$ cat config.mk
export PLATFORM = sky130hd
export DESIGN_NAME = shift_reduce_expression_parser
export DESIGN_NICKNAME = d
export VERILOG_FILES = /design/src/hdl/shp_pkg.sv /design/src/hdl/shift_reduce_expression_parser.sv /design/src/hdl/shp_ram.sv /design/src/hdl/shp_reduce_unit.sv
export SDC_FILE = /design/constraint.sdc
export NUM_CORES = 1
export LEC_CHECK = 0
export BUFFER_PORTS_ARGS = -buffer_cell sky130_fd_sc_hd__buf_2
export CORE_UTILIZATION = 60
export DETAILED_ROUTE_END_ITERATION = 6
export PLACE_DENSITY = 0.77
export RECOVER_POWER = 50
export SLEW_MARGIN = 5
export SYNTH_ARGS = -nofsm -noshare
export SYNTH_HDL_FRONTEND = slang
export SYNTH_SLANG_ARGS = --single-unit
$ cat constraint.sdc
create_clock -name clk -period 11.8 [get_ports clk]
set_clock_uncertainty 0.15 [all_clocks]
set_input_delay 1.77 -clock clk [delete_from_list [all_inputs] [get_ports clk]]
set_output_delay 1.77 -clock clk [all_outputs]
set_load 0.05 [all_outputs]
$ cat src/hdl/shp_pkg.sv
// Package with symbol codes, status codes, sequencer states and shared types.
package shp_pkg;

    localparam int STACK_DEPTH = 64;
    localparam int ADDR_W = $clog2(STACK_DEPTH);
    localparam int CNT_W = $clog2(STACK_DEPTH + 1);
    localparam int SYM_W = 3;
    localparam int DEPTH_W = 7;
    localparam int RED_W = 7;

    typedef enum logic [SYM_W-1:0] {
        SYM_I    = 3'd0,
        SYM_E    = 3'd1,
        SYM_PLUS = 3'd2,
        SYM_STAR = 3'd3,
        SYM_LP   = 3'd4,
        SYM_RP   = 3'd5,
        SYM_NONE = 3'd7
    } sym_t;

    typedef enum logic [2:0] {
        STAT_SHIFTED  = 3'd0,
        STAT_INVALID  = 3'd1,
        STAT_ACCEPT   = 3'd2,
        STAT_REJECT   = 3'd3,
        STAT_OVERFLOW = 3'd4,
        STAT_IGNORED  = 3'd5
    } status_t;

    typedef enum logic [1:0] {
        ST_IDLE,
        ST_EVAL,
        ST_SETTLE,
        ST_FINISH
    } state_t;

    typedef struct packed {
        logic step;
        logic pop;
    } red_dec_t;

    function automatic sym_t code_of(input logic [7:0] ch);
        sym_t code;
        unique case (ch)
            8'h69:   code = SYM_I;
            8'h2B:   code = SYM_PLUS;
            8'h2A:   code = SYM_STAR;
            8'h28:   code = SYM_LP;
            8'h29:   code = SYM_RP;
            default: code = SYM_NONE;
        endcase
        return code;
    endfunction

endpackage

$ cat src/hdl/shift_reduce_expression_parser.sv
// Top level: shift-reduce recognizer for the grammar E -> E+E | E*E | (E) | i.
// Reductions are made one at a time by a single compare unit reading the top
// register and the two entries below it in a stack RAM; an id reduction stays in
// the evaluate state, a three-symbol reduction also passes through a settle state.
// A new beat is taken once the result is loaded and the sequencer is back in idle.
// Reset is asynchronous and clears the count, error flag, sequencer and result
// valid; the stack RAM itself is not cleared.
module shift_reduce_expression_parser
    import shp_pkg::*;
(
    input  logic               clk,
    input  logic               rst_n,
    input  logic               item_valid,
    output logic               item_stall,
    input  logic [7:0]         symbol,
    input  logic               end_mark,
    output logic               result_valid,
    input  logic               result_stall,
    output logic [2:0]         status,
    output logic [DEPTH_W-1:0] stack_depth,
    output logic [RED_W-1:0]   reductions_done
);

    state_t             state_reg, state_next;
    logic [CNT_W-1:0]   cnt_reg, cnt_next;
    sym_t               top_reg, top_next;
    logic               err_reg, err_next;
    sym_t               sym_reg, sym_next;
    logic               end_reg, end_next;
    logic [RED_W-1:0]   red_reg, red_next;
    logic               result_valid_reg, result_valid_next;
    status_t            status_reg, status_next;
    logic [DEPTH_W-1:0] depth_reg, depth_next;
    logic [RED_W-1:0]   rdone_reg, rdone_next;

    logic                     accept;
    logic                     commit;
    logic                     wr_en;
    logic [ADDR_W-1:0]        wr_addr;
    sym_t                     wr_data;
    logic [ADDR_W-1:0]        rd_addr_a;
    logic [ADDR_W-1:0]        rd_addr_b;
    logic [SYM_W-1:0]         rd_data_a;
    logic [SYM_W-1:0]         rd_data_b;
    logic [CNT_W-1:0]         cnt_m1;
    logic [CNT_W-1:0]         cnt_m2;
    logic [CNT_W-1:0]         cnt_m3;
    logic [CNT_W+DEPTH_W-1:0] cnt_ext;
    sym_t                     lookahead;
    red_dec_t                 dec;
    status_t                  fin_status;
    logic [CNT_W-1:0]         fin_cnt;

    assign item_stall      = (state_reg != ST_IDLE);
    assign accept          = item_valid && !item_stall;
    assign commit          = (state_reg == ST_FINISH) && (!result_valid_reg || !result_stall);
    assign result_valid    = result_valid_reg;
    assign status          = status_reg;
    assign stack_depth     = depth_reg;
    assign reductions_done = rdone_reg;

    assign cnt_m1    = cnt_reg - CNT_W'(1);
    assign cnt_m2    = cnt_reg - CNT_W'(2);
    assign cnt_m3    = cnt_reg - CNT_W'(3);
    assign rd_addr_a = cnt_m2[ADDR_W-1:0];
    assign rd_addr_b = cnt_m3[ADDR_W-1:0];
    assign lookahead = end_reg ? SYM_NONE : sym_reg;
    assign cnt_ext   = {{DEPTH_W{1'b0}}, fin_cnt};

    shp_ram #(
        .WIDTH (SYM_W),
        .DEPTH (STACK_DEPTH)
    ) u_stack (
        .clk       (clk),
        .wr_en     (wr_en),
        .wr_addr   (wr_addr),
        .wr_data   (wr_data),
        .rd_addr_a (rd_addr_a),
        .rd_data_a (rd_data_a),
        .rd_addr_b (rd_addr_b),
        .rd_data_b (rd_data_b)
    );

    shp_reduce_unit u_reduce (
        .count     (cnt_reg),
        .top0      (top_reg),
        .top1      (sym_t'(rd_data_a)),
        .top2      (sym_t'(rd_data_b)),
        .lookahead (lookahead),
        .dec       (dec)
    );

    always_comb
    begin
        fin_cnt    = cnt_reg;
        fin_status = STAT_SHIFTED;
        if (end_reg)
        begin
            fin_cnt = '0;
            if (!err_reg && (cnt_reg == CNT_W'(1)) && (top_reg == SYM_E))
            begin
                fin_status = STAT_ACCEPT;
            end
            else
            begin
                fin_status = STAT_REJECT;
            end
        end
        else if (err_reg)
        begin
            fin_status = STAT_IGNORED;
        end
        else if (sym_reg == SYM_NONE)
        begin
            fin_status = STAT_INVALID;
        end
        else if (cnt_reg >= CNT_W'(STACK_DEPTH))
        begin
            fin_status = STAT_OVERFLOW;
        end
        else
        begin
            fin_cnt = cnt_reg + CNT_W'(1);
        end
    end

    always_comb
    begin
        state_next = state_reg;
        unique case (state_reg)
            ST_IDLE:
            begin
                if (accept)
                begin
                    state_next = ST_EVAL;
                end
            end
            ST_EVAL:
            begin
                if (err_reg || !dec.step)
                begin
                    state_next = ST_FINISH;
                end
                else if (dec.pop)
                begin
                    state_next = ST_SETTLE;
                end
            end
            ST_SETTLE:
            begin
                state_next = ST_EVAL;
            end
            ST_FINISH:
            begin
                if (commit)
                begin
                    state_next = ST_IDLE;
                end
            end
            default:
            begin
                state_next = ST_IDLE;
            end
        endcase
    end

    always_comb
    begin
        cnt_next          = cnt_reg;
        top_next          = top_reg;
        err_next          = err_reg;
        sym_next          = sym_reg;
        end_next          = end_reg;
        red_next          = red_reg;
        result_valid_next = result_valid_reg && result_stall;
        status_next       = status_reg;
        depth_next        = depth_reg;
        rdone_next        = rdone_reg;
        wr_en             = 1'b0;
        wr_addr           = cnt_reg[ADDR_W-1:0];
        wr_data           = SYM_E;
        unique case (state_reg)
            ST_IDLE:
            begin
                if (accept)
                begin
                    sym_next = code_of(symbol);
                    end_next = end_mark;
                    red_next = '0;
                end
            end
            ST_EVAL:
            begin
                if (!err_reg && dec.step)
                begin
                    top_next = SYM_E;
                    wr_en    = 1'b1;
                    red_next = (red_reg == {RED_W{1'b1}}) ? red_reg : red_reg + RED_W'(1);
                    if (dec.pop)
                    begin
                        cnt_next = cnt_m2;
                        wr_addr  = cnt_m3[ADDR_W-1:0];
                    end
                    else
                    begin
                        wr_addr = cnt_m1[ADDR_W-1:0];
                    end
                end
            end
            ST_SETTLE:
            begin
            end
            ST_FINISH:
            begin
                if (commit)
                begin
                    cnt_next          = fin_cnt;
                    result_valid_next = 1'b1;
                    status_next       = fin_status;
                    depth_next        = cnt_ext[DEPTH_W-1:0];
                    rdone_next        = red_reg;
                    if (end_reg)
                    begin
                        err_next = 1'b0;
                    end
                    else if ((fin_status == STAT_INVALID) || (fin_status == STAT_OVERFLOW))
                    begin
                        err_next = 1'b1;
                    end
                    else if (fin_status == STAT_SHIFTED)
                    begin
                        wr_en    = 1'b1;
                        wr_data  = sym_reg;
                        top_next = sym_reg;
                    end
                end
            end
            default:
            begin
            end
        endcase
    end

    always_ff @(posedge clk or negedge rst_n)
    begin
        if (!rst_n)
        begin
            state_reg        <= ST_IDLE;
            cnt_reg          <= '0;
            err_reg          <= 1'b0;
            result_valid_reg <= 1'b0;
        end
        else
        begin
            state_reg        <= state_next;
            cnt_reg          <= cnt_next;
            err_reg          <= err_next;
            result_valid_reg <= result_valid_next;
        end
    end

    always_ff @(posedge clk)
    begin
        top_reg    <= top_next;
        sym_reg    <= sym_next;
        end_reg    <= end_next;
        red_reg    <= red_next;
        status_reg <= status_next;
        depth_reg  <= depth_next;
        rdone_reg  <= rdone_next;
    end

`ifndef SYNTHESIS
    assert property (@(posedge clk) disable iff (!rst_n)
        cnt_reg <= CNT_W'(STACK_DEPTH))
        else $error("stack count beyond depth");

    assert property (@(posedge clk) disable iff (!rst_n)
        (state_reg == ST_SETTLE) |-> (cnt_reg + CNT_W'(2) == $past(cnt_reg)))
        else $error("three-symbol reduction did not pop two entries");

    assert property (@(posedge clk) disable iff (!rst_n)
        (commit && end_reg) |=> ((cnt_reg == '0) && !err_reg))
        else $error("end of string did not clear stack and error");

    assert property (@(posedge clk) disable iff (!rst_n)
        $rose(result_valid_reg) |-> $past(state_reg == ST_FINISH))
        else $error("result loaded outside finish step");

    assert property (@(posedge clk) disable iff (!rst_n)
        (result_valid_reg && (status_reg == STAT_IGNORED)) |-> (rdone_reg == '0))
        else $error("ignored beat reports reductions");
`endif

endmodule

$ cat src/hdl/shp_ram.sv
// Generic RAM with one write port and two registered read ports.
module shp_ram #(
    parameter int WIDTH = 3,
    parameter int DEPTH = 64
) (
    input  logic                     clk,
    input  logic                     wr_en,
    input  logic [$clog2(DEPTH)-1:0] wr_addr,
    input  logic [WIDTH-1:0]         wr_data,
    input  logic [$clog2(DEPTH)-1:0] rd_addr_a,
    output logic [WIDTH-1:0]         rd_data_a,
    input  logic [$clog2(DEPTH)-1:0] rd_addr_b,
    output logic [WIDTH-1:0]         rd_data_b
);

    logic [WIDTH-1:0] mem [DEPTH];

    always_ff @(posedge clk)
    begin
        if (wr_en)
        begin
            mem[wr_addr] <= wr_data;
        end
        rd_data_a <= mem[rd_addr_a];
        rd_data_b <= mem[rd_addr_b];
    end

endmodule

$ cat src/hdl/shp_reduce_unit.sv
// Compare unit that decides the next reduction from the top three stack symbols and the lookahead.
module shp_reduce_unit
    import shp_pkg::*;
(
    input  logic [CNT_W-1:0] count,
    input  sym_t             top0,
    input  sym_t             top1,
    input  sym_t             top2,
    input  sym_t             lookahead,
    output red_dec_t         dec
);

    logic has1;
    logic has3;
    logic e_plus_e;
    logic e_star_e;
    logic paren_e;
    logic blocked;

    always_comb
    begin
        has1     = (count >= CNT_W'(1));
        has3     = (count >= CNT_W'(3));
        e_plus_e = has3 && (top2 == SYM_E) && (top1 == SYM_PLUS) && (top0 == SYM_E);
        e_star_e = has3 && (top2 == SYM_E) && (top1 == SYM_STAR) && (top0 == SYM_E);
        paren_e  = has3 && (top2 == SYM_LP) && (top1 == SYM_E) && (top0 == SYM_RP);
        blocked  = e_plus_e && (lookahead == SYM_STAR);
        dec.step = 1'b0;
        dec.pop  = 1'b0;
        if (!blocked)
        begin
            if (has1 && (top0 == SYM_I))
            begin
                dec.step = 1'b1;
            end
            else if (e_star_e || e_plus_e || paren_e)
            begin
                dec.step = 1'b1;
                dec.pop  = 1'b1;
            end
        end
    end

endmodule
* After elaboration in Yosys (flattened, before gate mapping) *
Memories as Yosys holds them, arrays and structs flattened. A register that Yosys moved wholly into a read port is not among the register bits.
Cells that the tools add are included.

word-level totals
  bits in registers = 42
  RAM bits = 192
  bits of input ports = 13
  logic and storage cells = 144
  memories kept = 1

cells by class
  add/subtract/negate cells = 5
  magnitude comparators = 3
  equal/unequal tests = 30
  multiplexer cells = 54
  reduce and logical (&&, ||, !) cells = 40

memory list
  memory       words  width  read ports  clocked after Yosys merged registers in  wr ports  line           text
  u_stack.mem  64     3      2           2                                        1         shp_ram.sv:16  logic [WIDTH-1:0] mem [DEPTH];

operator list
  kind                                                               number
  two-way mux 7 bit                                                  10
  two-way mux 3 bit                                                  15
  == test 8 x 6 -> 1 bit, second input constant                      4
  case mux 7 bit (2 select lines)                                    2
  two-way mux 6 bit                                                  3
  logical AND 1 bit                                                  16
  case mux 3 bit (5 select lines)                                    1
  adder 7 x 1 -> 7 bit, second input constant                        2
  two-way mux 1 bit                                                  14
  inequality test 2 bit, second input constant                       7
  == test 3 x 1 -> 1 bit, second input constant                      4
  == test 3 bit, second input constant                               4
  two-way mux 2 bit                                                  6
  == test 3 x 2 -> 1 bit, second input constant                      3
  == test 8 x 7 -> 1 bit, second input constant                      1
  case mux 2 bit (4 select lines)                                    1
  AND reduction 4 bit                                                2
  nonzero test 2 bit                                                 4
  == test 7 x 1 -> 1 bit, second input constant                      1
  == test 7 bit, second input constant                               1
  greater-or-equal comparator 7 x 1 -> 1 bit, second input constant  1
  greater-or-equal comparator 7 x 2 -> 1 bit, second input constant  1
  greater-or-equal comparator 7 bit, second input constant           1
  subtractor 7 x 2 -> 7 bit, second input constant                   1
  15 further kinds                                                   27

* Depth between registers and ports, before layout *
  depth in word-level cells = 14
  depth in mapped cells = 13
  mapped depth without buffers = 9

* Hierarchy *
A second synthesis with hierarchy kept.

unflattened totals
  cell total of the unflattened synthesis = 792
  area total of the unflattened synthesis = 11940.2 um^2

by module, submodules not included
  module                          instances  cells an instance  area an instance (um^2)
  shp_ram                         1          547                9431.5
  shift_reduce_expression_parser  1          233                2386.0
  shp_reduce_unit                 1          12                 122.6

* Worst setup path before layout *
Ideal clock, no wire load.

  path kind = flip-flop to flip-flop
  start point = reg cnt_reg[1]
  end point = mem u_stack.mem[11][0], enable pin
  library setup time = 0.345 ns
  arrival = 3.653 ns
  required time = 11.305 ns
  setup slack = 7.652 ns
  cell stages (with the launch flop) = 13
  path buffers = 3
  clock period less this slack = 4.148 ns
  cell sequence = dfrtp_1 clkbuf_1 buf_1 inv_1 ha_1 a21boi_1 nor2b_1 a2111oi_0 o211ai_2 buf_6 o31ai_1 nand3_1 nor3_1

between the ends
  longest elaborated chain between the ends = 14
  elaborated cells between the ends (all ways) = 45

ends and longest elaborated chain
  what                                                                                        line                                   text
  start: declaration                                                                          shift_reduce_expression_parser.sv:25   logic [CNT_W-1:0] cnt_reg, cnt_next;
  start signal: assignment                                                                    shift_reduce_expression_parser.sv:256  cnt_reg <= cnt_next;
  parallel branches: the longest is 14 deep, another holds greater-or-equal comparator 7 bit  --
  end: declaration                                                                            shp_ram.sv:16

Parallel ways; which one is timed is not known.

* Final worst setup path *
  start point = reg cnt_reg[0]
  end point = mem u_stack.mem[2][2], enable pin

Same word-level chain as after synthesis.

==> impl_metrics.ini <==
[layout]
regMostFlops = u_stack.mem
num-nets-final = 735
num-fill-cells = 1268
multi_input_area_um2 = 4647
largest_reg_flops = 192
regArea_um2 = 7093
final_area_um2 = 13150
final_layout_size_suffix_gt1_share_pct = 31.05
stdcell_count = 997
syn2layout_area_growth_pct = 9.685

[flow_run]
cap_violations = 4

[floorplanning]
dieWidth_um = 143.4
die_h_um = 143.4
core_region_area_um2 = 19530
fp.dieArea_um2 = 20550
row_count = 51
io_pins = 32
start_util_pct = 61.40

[sta]
fin_crit_ps = 7256
tightest_slew_ps = 3008
slew_viol_final = 249
fin_crit_sh_pct = 61.49
slew-limit-headroom_pct = -100.5
finalSetupViolCount = 0
max_freq_mhz = 137.8
hold_violations = 0
fin_setup_tns_ps = 0
rsz0062_at_grt = false

[grt]
grt_use_met3_pct = 5.432
grt_max_degree = 65
grt_first_pass_wirelength_um = 42440
overflow = 0
grt_pass1_vias = 7131
grt_util_met1_pct = 37.68
use_met2_pct = 47.21
gr-usage-all-layers_pct = 28.39
antenna_found_initial = 2
top_usage_layer = met2

[power]
power.density_nw_per_um2 = 262.0
swShare_pct = 36.51
irDropWorstVdd_mv = 0.1327
comb_power_share_pct = 43.8
p_total_uw = 3445
pwr-share-clk_pct = 22.7
p_leak_uw = 0.004046
seqPwrFrac_pct = 33.5
p_int_uw = 2187
p_switching_uw = 1258

[clock_tree]
clockBufferDepth = 3
cts.sinks = 240
cts_tree = done
ctsHtreeMaxLevel = 1
cts_setup_buffers = 0
cts_hold_buf = 0
clockRootBuffer = clkbuf_16
clock_latency_ps = 520
cts.repair.resized = 0
clkTransAtPathRegs_ps = 70
cts_inserted_buffers = 24

[worst_setup_path]
path_class = reg2reg
cpLargestDelayFamily = flip-flops
cp_max_fo = 57
cp_cell_sequence = buf_4, ha_1, a21oi_1, a2111oi_0, o211ai_2, o31ai_2, nand3_1, nor3_1
endpoint_kind = flop
crit_required_ps = 11810
cp.arrival_ps = 7270
crit_slowest_cell = dfrtp_1
path_buf_inv = 1
startpoint_type = flop
cp_slowest_stage_delay_ps = 2300

[synth]
synth_area_per_cell_um2 = 17.35
synth-main-ff-cell = edfxtp_1
synth-seq-cells = 240
netlist_area_um2 = 11990
synth_most_common_cell = edfxtp_1
synth_cells = 691
synth_top_area_share_pct = 55.85
synth_edf_count = 223
synth_warnings = 0
yosys.area.top_type = edfxtp_1
ys_seq_area_share_pct = 59.15
synthArstFlopShare_pct = 4.583
yosysUniqueCellTypes = 71
synth_area_leaders = edfxtp_1 (56%), mux4_2 (24%), dfrtp_1 (2.3%), nor3_1 (2.2%), nor3_2 (1.2%)
syn-num-nets = 712
ys_top_cells_by_count = edfxtp_1 (223), mux4_2 (126), nor3_1 (53), nor2_1 (32), clkbuf_1 (22)

[place]
dp_hpwl_um = 17620
gp_congestion = 0.9338
dpl_cell_area_um2 = 12380
numPortBuffers = 31
dp.cells = 953

[drt]
wirelength_um = 27530
dr.first_iter.drc_count = 849
routedWlPerCell_um = 27.61
via_count = 7122
ant_nets = 0
vias_per_cell = 7.143
drt_first_pass_iters = 5
drc_errors = 0

[status]
status = complete, but fails checks
violations = capacitance limit, slew limit

[worst_hold_path]
holdCritPathClass = reg2reg
area by class of cell:
cell class | instances | share of cell area [%]
Clock buffer | 28 | 4.843
Timing Repair Buffer | 44 | 1.618
Tap cell | 265 | 2.521
Sequential cell | 240 | 53.94
Multi-Input combinational cell | 391 | 35.34
Antenna cell | 1 | 0.01903
Clock inverter | 15 | 1.351
Inverter | 13 | 0.3711
power by group through the flow:
stage          Clock [uW]  Sequential [uW]  Combinational, uW
6_report              783             1150               1510
5_1_grt               820             1170               1590
4_1_cts               790             1150               1500
3_5_place_dp            0             1170               1490
3_3_place_gp            0             1160               1470
2_1_floorplan           0             1180               1110
worst paths after layout:
kind	start	to	slack [ps]	cells past startpoint
worst max-delay path	cnt_reg[0]	u_stack.mem[2][2]	4540	8
worst min-delay path	red_reg[0]	reductions_done[0]	370	0
worst max register to register	cnt_reg[0]	u_stack.mem[2][2]	4540	8
worst min register to register	red_reg[0]	reductions_done[0]	370	0
max in group asynchronous	rst_n	cnt_reg[1]	9950	1
min in group asynchronous	rst_n	cnt_reg[6]	1100	1
cells in the final DEF (no fill, tap or decap), drive strengths merged, types with 2 or more instances in the layout:
master / count
o31ai: 6
or3: 4
a211o: 2
nor3b: 3
xnor2: 15
o211ai: 2
nand4bb: 2
clkinvlp: 3
dfrtp: 11
buf: 20
nor2b: 2
dfxtp: 6
inv: 13
and3: 5
a211oi: 3
nand3: 12
nand2b: 3
bufinv: 4
nand2: 17
or2: 2
ha: 8
and2: 4
a21oi: 16
clkbuf: 52
edfxtp: 223
clkinv: 8
o21a: 2
nor3: 67
a21o: 3
xor2: 4
o21ai: 17
a31oi: 3
nor2: 33
nor4: 6
mux4: 126
mux2i: 3
metal layers:
metal	up-vias	wire length [um]
met5	-	11
met1	3569	10050
met2	532	13700
met4	2	999
met3	83	2767
li1	2936	-
stage by stage:
step | setup slack [ps] | hold slack, ps | utilization (%)
floorplan | 7652 | 305.2 | -
global placement | 6422 | 329.9 | 63.39
detailed placement | 6043 | 360.8 | 63.39
CTS | 5962 | 377.7 | 67.56
global route | 3690 | 391.2 | 67.33
finish | 4544 | 373.7 | 67.35
logic make-up (layout without fill, tap and decap cells):
family	count (synthesis)	in the layout	share of synthesized area (%)
simple gates	167	167	8.078
compound gates	67	67	4.258
flops	240	240	59.15
fa+ha+maj	8	8	0.8349
mux	130	130	24.01
other cells	0	1	0
xor+xnor	19	19	1.388
buf+inv	60	100	2.275
Note: power is estimated with default switching activity, not from simulation.
